<file path="src/orq_pkg.sv">
// Shared types and constants for the overwriting ring queue.
// No dependencies; imported by orq_ctrl, orq_datapath and the top level.
`default_nettype none
package orq_pkg;

  // Storage geometry
  localparam int DEPTH        = 16;
  localparam int ELEMENT_BITS = 32;
  localparam int PTR_W        = $clog2(DEPTH);

  // Fixed field widths
  localparam int DATA_W   = 32;
  localparam int OFFSET_W = 4;
  localparam int CAP_W    = 5;
  localparam int SUM_W    = CAP_W + 1;

  // Bits actually kept per element: the input word is never wider than DATA_W
  localparam int STORE_BITS = (ELEMENT_BITS < DATA_W) ? ELEMENT_BITS : DATA_W;

  localparam logic [CAP_W-1:0] CAP_RESET = CAP_W'(16);

  typedef enum logic [1:0] {
    OP_CLEAR = 2'd0,
    OP_PUSH  = 2'd1,
    OP_PEEK  = 2'd2,
    OP_POP   = 2'd3
  } op_t;

  typedef enum logic {
    ST_IDLE = 1'b0,
    ST_READ = 1'b1
  } state_t;

  // Controller to datapath
  typedef struct packed {
    logic accept;   // input transfer this cycle
    logic load_rd;  // capture storage read data into the result
  } ctrl_cmd_t;

  // Datapath to controller
  typedef struct packed {
    logic is_peek;  // the offered item is a peek
  } dp_stat_t;

endpackage
`default_nettype wire

</file>
<file path="src/orq_ram.sv">
// Generic single-write, single-read RAM with a registered read port.
// No dependencies.
`default_nettype none
module orq_ram #(
  parameter int WIDTH = 32,
  parameter int DEPTH = 16
) (
  input  wire logic                     clk,
  input  wire logic                     we,
  input  wire logic [$clog2(DEPTH)-1:0] waddr,
  input  wire logic [WIDTH-1:0]         wdata,
  input  wire logic                     re,
  input  wire logic [$clog2(DEPTH)-1:0] raddr,
  output logic      [WIDTH-1:0]         rdata
);

  logic [WIDTH-1:0] mem [DEPTH];

  always_ff @(posedge clk) begin
    if (we) begin
      mem[waddr] <= wdata;
    end
    if (re) begin
      rdata <= mem[raddr];
    end
  end

endmodule
`default_nettype wire

</file>
<file path="src/orq_ctrl.sv">
// Controller: sequences one operation at a time and owns the result valid flag.
// Depends on orq_pkg.
`default_nettype none
module orq_ctrl import orq_pkg::*; (
  input  wire logic      clk,
  input  wire logic      rst_n,
  input  wire logic      in_valid,
  output logic           in_ready,
  output logic           out_valid,
  input  wire logic      out_ready,
  input  wire dp_stat_t  stat,
  output ctrl_cmd_t      cmd
);

  state_t state_r, state_nxt;
  logic   out_valid_r, out_valid_nxt;

  always_ff @(posedge clk) begin
    if (!rst_n) begin
      state_r     <= ST_IDLE;
      out_valid_r <= 1'b0;
    end else begin
      state_r     <= state_nxt;
      out_valid_r <= out_valid_nxt;
    end
  end

  // Next state and commands
  always_comb begin
    state_nxt     = state_r;
    out_valid_nxt = out_valid_r && !out_ready;
    in_ready      = 1'b0;
    cmd           = '0;
    unique case (state_r)
      ST_IDLE: begin
        // Result slot is free or being drained this cycle
        in_ready   = !out_valid_r || out_ready;
        cmd.accept = in_valid && in_ready;
        if (cmd.accept) begin
          if (stat.is_peek) begin
            state_nxt = ST_READ;
          end else begin
            out_valid_nxt = 1'b1;
          end
        end
      end
      ST_READ: begin
        // Storage read data is ready; result slot is empty here
        cmd.load_rd   = 1'b1;
        out_valid_nxt = 1'b1;
        state_nxt     = ST_IDLE;
      end
      default: begin
        state_nxt = ST_IDLE;
      end
    endcase
  end

  assign out_valid = out_valid_r;

endmodule
`default_nettype wire

</file>
<file path="src/orq_datapath.sv">
// Datapath: capacity register, ring pointers, element count, storage and result registers.
// Depends on orq_pkg and orq_ram.
`default_nettype none
module orq_datapath import orq_pkg::*; (
  input  wire logic                clk,
  input  wire logic                rst_n,
  input  wire logic                cfg_we,
  input  wire logic [CAP_W-1:0]    cfg_wdata,
  input  wire logic [1:0]          in_operation,
  input  wire logic [DATA_W-1:0]   in_element_data,
  input  wire logic [OFFSET_W-1:0] in_read_offset,
  input  wire logic [CAP_W-1:0]    in_pop_amount,
  input  wire ctrl_cmd_t           cmd,
  output dp_stat_t                 stat,
  output logic                     out_status,
  output logic      [DATA_W-1:0]   out_read_data,
  output logic      [CAP_W-1:0]    out_occupancy
);

  logic [CAP_W-1:0] cap_r;
  logic [PTR_W-1:0] front_r, front_nxt;
  logic [PTR_W-1:0] back_r, back_nxt;
  logic [CAP_W-1:0] held_r, held_nxt;

  logic              status_r, status_nxt;
  logic [DATA_W-1:0] rdata_r;
  logic [CAP_W-1:0]  occ_r;

  logic [CAP_W-1:0] cap_eff;
  logic [SUM_W-1:0] front_sum, peek_sum, back_sum;
  logic [SUM_W-1:0] front_wrap, peek_wrap, back_wrap;
  logic [CAP_W-1:0] front_add;
  logic [PTR_W-1:0] peek_addr;
  logic             ram_we;
  logic [STORE_BITS-1:0] ram_rdata;
  op_t              op;

  assign op           = op_t'(in_operation);
  assign stat.is_peek = (op == OP_PEEK);

  // Clamp the configured capacity into 1..DEPTH
  always_comb begin
    if (cap_r == '0) begin
      cap_eff = CAP_W'(1);
    end else if (32'(cap_r) > 32'(DEPTH)) begin
      cap_eff = CAP_W'(DEPTH);
    end else begin
      cap_eff = cap_r;
    end
  end

  // Modular pointer adds: every sum whose result is used stays below twice the capacity
  assign front_add  = (op == OP_PUSH) ? CAP_W'(1) : in_pop_amount;
  assign front_sum  = SUM_W'(CAP_W'(front_r)) + SUM_W'(front_add);
  assign front_wrap = (front_sum >= SUM_W'(cap_eff)) ? front_sum - SUM_W'(cap_eff) : front_sum;
  assign back_sum   = SUM_W'(CAP_W'(back_r)) + SUM_W'(1);
  assign back_wrap  = (back_sum >= SUM_W'(cap_eff)) ? back_sum - SUM_W'(cap_eff) : back_sum;
  assign peek_sum   = SUM_W'(CAP_W'(front_r)) + SUM_W'(in_read_offset);
  assign peek_wrap  = (peek_sum >= SUM_W'(cap_eff)) ? peek_sum - SUM_W'(cap_eff) : peek_sum;
  assign peek_addr  = PTR_W'(peek_wrap);

  // Operation decode
  always_comb begin
    front_nxt  = front_r;
    back_nxt   = back_r;
    held_nxt   = held_r;
    status_nxt = 1'b0;
    ram_we     = 1'b0;
    case (op)
      OP_CLEAR: begin
        front_nxt = '0;
        back_nxt  = '0;
        held_nxt  = '0;
      end
      OP_PUSH: begin
        ram_we   = cmd.accept;
        back_nxt = PTR_W'(back_wrap);
        if (held_r >= cap_eff) begin
          // full: oldest entry overwritten
          front_nxt = PTR_W'(front_wrap);
          held_nxt  = cap_eff;
        end else begin
          held_nxt = held_r + CAP_W'(1);
        end
      end
      OP_PEEK: begin
        status_nxt = (CAP_W'(in_read_offset) >= held_r);
      end
      OP_POP: begin
        if (in_pop_amount > held_r) begin
          status_nxt = 1'b1;
        end else begin
          held_nxt  = held_r - in_pop_amount;
          front_nxt = PTR_W'(front_wrap);
        end
      end
      default: begin
        status_nxt = 1'b0;
      end
    endcase
  end

  // Queue state; a capacity write also empties the queue
  always_ff @(posedge clk) begin
    if (!rst_n) begin
      cap_r   <= CAP_RESET;
      front_r <= '0;
      back_r  <= '0;
      held_r  <= '0;
    end else if (cfg_we) begin
      cap_r   <= cfg_wdata;
      front_r <= '0;
      back_r  <= '0;
      held_r  <= '0;
    end else if (cmd.accept) begin
      front_r <= front_nxt;
      back_r  <= back_nxt;
      held_r  <= held_nxt;
    end
  end

  // Result registers
  always_ff @(posedge clk) begin
    if (cmd.accept) begin
      status_r <= status_nxt;
      occ_r    <= held_nxt;
      rdata_r  <= '0;
    end else if (cmd.load_rd && !status_r) begin
      rdata_r <= DATA_W'(ram_rdata);
    end
  end

  orq_ram #(
    .WIDTH (STORE_BITS),
    .DEPTH (DEPTH)
  ) u_ram (
    .clk   (clk),
    .we    (ram_we),
    .waddr (back_r),
    .wdata (in_element_data[STORE_BITS-1:0]),
    .re    (cmd.accept),
    .raddr (peek_addr),
    .rdata (ram_rdata)
  );

  assign out_status    = status_r;
  assign out_read_data = rdata_r;
  assign out_occupancy = occ_r;

endmodule
`default_nettype wire

</file>
<file path="src/overwriting_ring_queue_top.sv">
// Top level of the overwriting ring queue: controller plus datapath.
// Depends on orq_pkg, orq_ctrl, orq_datapath (and orq_ram below it).
//
//   channel | handshake            | payload
//   --------+----------------------+---------------------------------------------
//   in_     | in_valid / in_ready  | operation, element_data, read_offset, pop_amount
//   out_    | out_valid / out_ready| status, read_data, occupancy
//   cfg_    | cfg_we (no wait)     | cfg_wdata (capacity in use)
//
// Clear, push and pop: the result register loads at the input transfer.
// A peek loads its read data in ST_READ, from the registered read port of the slot storage.
// A new item is taken in the cycle the pending result transfers out.
// Reset (rst_n low, synchronous) empties the queue and sets capacity to 16.
// A capacity write empties the queue as well; storage is never cleared.
`default_nettype none
module overwriting_ring_queue_top import orq_pkg::*; (
  input  wire logic                clk,
  input  wire logic                rst_n,
  input  wire logic                cfg_we,
  input  wire logic [CAP_W-1:0]    cfg_wdata,
  input  wire logic                in_valid,
  output logic                     in_ready,
  input  wire logic [1:0]          in_operation,
  input  wire logic [DATA_W-1:0]   in_element_data,
  input  wire logic [OFFSET_W-1:0] in_read_offset,
  input  wire logic [CAP_W-1:0]    in_pop_amount,
  output logic                     out_valid,
  input  wire logic                out_ready,
  output logic                     out_status,
  output logic      [DATA_W-1:0]   out_read_data,
  output logic      [CAP_W-1:0]    out_occupancy
);

  ctrl_cmd_t cmd;
  dp_stat_t  stat;

  orq_ctrl u_ctrl (
    .clk       (clk),
    .rst_n     (rst_n),
    .in_valid  (in_valid),
    .in_ready  (in_ready),
    .out_valid (out_valid),
    .out_ready (out_ready),
    .stat      (stat),
    .cmd       (cmd)
  );

  orq_datapath u_dp (
    .clk             (clk),
    .rst_n           (rst_n),
    .cfg_we          (cfg_we),
    .cfg_wdata       (cfg_wdata),
    .in_operation    (in_operation),
    .in_element_data (in_element_data),
    .in_read_offset  (in_read_offset),
    .in_pop_amount   (in_pop_amount),
    .cmd             (cmd),
    .stat            (stat),
    .out_status      (out_status),
    .out_read_data   (out_read_data),
    .out_occupancy   (out_occupancy)
  );

endmodule
`default_nettype wire
</file>
<file path="config.mk">
export PLATFORM = sky130hd
export DESIGN_NAME = overwriting_ring_queue_top
export DESIGN_NICKNAME = d
export VERILOG_FILES = /design/src/orq_pkg.sv /design/src/orq_ram.sv /design/src/orq_ctrl.sv /design/src/orq_datapath.sv /design/src/overwriting_ring_queue_top.sv
export SDC_FILE = /design/constraint.sdc
export NUM_CORES = 1
export LEC_CHECK = 0
export ABC_AREA = 1
export BUFFER_PORTS_ARGS = -buffer_cell sky130_fd_sc_hd__buf_2
export CAP_MARGIN = 20
export CORE_MARGIN = 5
export CORE_UTILIZATION = 34
export CTS_CLUSTER_SIZE = 12
export DETAILED_ROUTE_END_ITERATION = 10
export SYNTH_ARGS = -nofsm -noshare
export SYNTH_HDL_FRONTEND = slang
export SYNTH_SLANG_ARGS = --single-unit
</file>
<file path="constraint.sdc">
create_clock -name clk -period 10.9 [get_ports clk]
set_input_delay 1.635 -clock clk [delete_from_list [all_inputs] [get_ports clk]]
set_output_delay 1.635 -clock clk [all_outputs]
set_load 0.1 [all_outputs]
</file>
==> impl_metrics.yaml <==
timing:
  fin_hold_ws_ns: 0.493
  timing.final.ws_setup_ns: 5.11
  period_minus_slack_ns: 5.79
  fin_tns_setup_ns: 0
  rsz0062_at_grt: "no"
  max_freq_ghz: 0.173
  setup_viol: 0
  slew_headroom: 0.293
  hold_viol: 0
  fin_crit_sh: 0.531
  skew_ns: 0.0319
  worst_slew_pin_slew_ns: 1.06
  slew_viol_final: 0
final_layout:
  syn_to_final_growth_pct: 13.0
  fin_area_sq_um: 30800
  fill_cells: 7650
  nets: 2788
  drive_above_1_share: 0.0976
  final_cells: 3793
placed_design:
  placed_cell_area_sq_um: 28900
  placedCellCount: 3673
  dp_hpwl_um: 36200
  io_buffers: 92
  gp_congestion: 0.803
  pre_cts_slack_ns: 4.46
detailed_routing:
  detail-route-antenna-nets: 0
  vias_per_cell: 4.83
  wl_met3_um: 4760
  drt-total-wl_um: 71100
  drt_iter0_drc: 1600
  routedWlPerCell_um: 18.7
  vias: 18300
  drc: 0
  wl_met1_um: 30100
  top_layer_used: "met5"
  drt-pass1-iter-count: 6
  wl_met2_um: 34100
setup_path:
  rr_worst_depth: 19
  start_kind: "input port"
  crit_fanout: 120
  reg2reg_slack_ns: 5.91
  path_class: "in2reg"
  rr_endpoint: "u_dp.u_ram.rdata[8]"
  critical_path_required_ns: 11.26
  regToRegStartpoint: "u_dp.front_r[0]"
  arrival_ns: 6.15
  end_kind: "flop"
cts:
  path_clk_slew_ns: 0.06
  cts_tree: "built"
  post_cts_buffers: 0
  cts_buffer_depth: 3
  cts_root_buffer: "clkbuf_16"
  htreeDepth: 2
  clock-sinks: 602
  post_cts_resized: 0
  clk-insertion-delay-late_ns: 0.64
  holdBufCountCts: 0
  cts_buffers: 61
die:
  die_w_um: 293
  placementRows: 103
  ioPinCount: 93
  initial_core_util: 0.344
  coreArea_sq_um: 79300
  die_area_sq_um: 85900
  fp.dieH_um: 293
yosys:
  ys_types: 36
  synth_warnings: 0
  synth_edf_count: 550
  synth_seq_cells: 602
  synth_cells: 2620
  yosysSeqAreaShare: 0.644
  synth_flop_cell: "edfxtp_1"
  synth.net_count: 2721
  synth_async_sr_flop_share: 0
  syn-cell-area_sq_um: 27300
  syn_avg_cell_area_sq_um: 10.4
global_routing:
  grtUsageTotal: 0.162
  grt_pass1_vias: 17600
  grt-ovfl-total: 0
  grt_pass1_wl_um: 108000
  antenna_found_initial: 12
  grt_start_max_net_pins: 121
power:
  p_per_area_nw_per_um2: 175
  ir_drop_v: 0.000127
  leakage_nw: 13.0
worst_hold_path:
  hold_depth: 2
  min_path_type: "reg2reg"
  worstHoldStart: "u_dp.cap_r[2]"
  min_to: "u_dp.cap_r[2]"
status:
  status: "completed"
job:
  maxCapViolCount: 0
==> flip-flops by register name, indices dropped and copies added (netlist names) <==
signal / flops
u_dp.out_status: 1
u_dp.out_occupancy: 5
u_ctrl.out_valid: 1
u_ctrl.state_r: 1
u_dp.front_r: 4
u_dp.back_r: 4
u_dp.u_ram.rdata: 32
u_dp.u_ram.mem: 512
u_dp.held_r: 5
u_dp.cap_r: 5
u_dp.out_read_data: 32
==> report_power, final <==
| group | internal (W) | switching (W) |
|---|---|---|
| clock network | 0.00114 | 0.000869 |
| registers | 0.00257 | 0.0000247 |
| logic | 0.000217 | 0.000573 |
| total | 0.00393 | 0.00147 |
==> worst max-delay path, stage by stage <==
cell and delay (ns):
buf_2 0.11, ha_1 0.22, fa_1 0.38, nand2_1 0.07, inv_1 0.05, o21ai_0 0.14
nand2_1 0.07, ha_1 0.31, nand2_1 0.08, nor2_1 0.10, nand2_1 0.09, nand3_2 0.26
nand2_4 0.38, nand2_8 0.74, buf_4 0.80, nand2_1 0.12, nand3_1 0.12, nand3_1 0.10
nand3_1 0.09, nand2_1 0.10
==> placed cells by master (no fill, tap or decap), types with 7 or more instances in the layout <==
| master | count |
|---|---|
| a21oi_1 | 32 |
| buf_2 | 92 |
| buf_4 | 37 |
| clkbuf_1 | 31 |
| clkbuf_16 | 61 |
| clkinv_1 | 10 |
| dfxtp_1 | 52 |
| diode_2 | 7 |
| edfxtp_1 | 550 |
| ha_1 | 42 |
| inv_1 | 520 |
| mux2_2 | 32 |
| nand2_1 | 502 |
| nand3_1 | 540 |
| nand3b_1 | 96 |
| nand4_1 | 12 |
| nor2_1 | 31 |
| nor2_4 | 12 |
| o21ai_0 | 18 |
| xor2_1 | 7 |
==> Yosys cell counts, types with 3 or more instances <==
| cell | count | area [sq um] |
|---|---|---|
| dfxtp_1 | 52 | 1040 |
| nor2_1 | 43 | 161 |
| clkbuf_1 | 25 | 93.8 |
| o211ai_1 | 4 | 30.0 |
| edfxtp_1 | 550 | 16500 |
| nor3_1 | 5 | 25.0 |
| buf_2 | 76 | 380 |
| nand3_1 | 540 | 2700 |
| nand4_1 | 12 | 75.1 |
| o21ai_1 | 3 | 15.0 |
| xnor2_1 | 5 | 43.8 |
| nand3b_1 | 96 | 721 |
| o21ai_0 | 18 | 90.1 |
| mux2_2 | 32 | 360 |
| nand2_1 | 507 | 1900 |
| inv_1 | 522 | 1960 |
| a21oi_1 | 32 | 160 |
| ha_1 | 42 | 526 |
| buf_1 | 13 | 48.8 |
| buf_4 | 11 | 82.6 |
| fa_1 | 6 | 120 |
| xor2_1 | 7 | 61.3 |
==> kinds of logic (layout without fill, tap and decap cells) <==
group	count (synthesis)	count (layout)	share of synthesized area
DFF	602	602	0.644
adders and majority gates	48	48	0.0237
other	0	7	0
and+or+nand+nor	1210	1210	0.207
xor gates and xnor gates	12	12	0.00386
muxes	32	32	0.0132
buffers and inverters	650	766	0.0948
AOI/OAI and AO/OA	66	66	0.0134
==> cell type report <==
class,count,area (sq um),area share
multi-input combinational,1368,7300,0.237
tap,1050,1310,0.0426
sequential,602,17600,0.570
inverter,524,1970,0.0638
antenna,7,17.5,0.000569
clock inverter,15,179,0.00581
clock buffer,97,1710,0.0556
timing repair buffer,130,766,0.0249
==> metrics by stage <==
stage	util	total power, W
floorplan	-	0.00318
global placement	0.364	0.00343
detailed placement	0.364	0.00344
CTS	0.388	0.00544
global route	0.389	0.00562
finish	0.389	0.00540
==> worst max path at each step <==
stage                            startpoint              endpoint
after floorplan                   out_ready  u_dp.u_ram.mem[3][0]
after global placement    in_read_offset[0]  u_dp.u_ram.rdata[15]
after detailed placement  in_read_offset[0]  u_dp.u_ram.rdata[16]
after CTS                 in_read_offset[0]  u_dp.u_ram.rdata[31]
after global routing      in_read_offset[0]  u_dp.u_ram.rdata[11]
final                     in_read_offset[0]   u_dp.u_ram.rdata[8]
==> layer usage <==
layer | GRT usage | vias up
li1 | - | 8816
met4 | 0.0509 | 4
met5 | 0 | -
met2 | 0.276 | 598
met3 | 0.0289 | 132
met1 | 0.211 | 8756
Power figures use the tool's default switching activity.
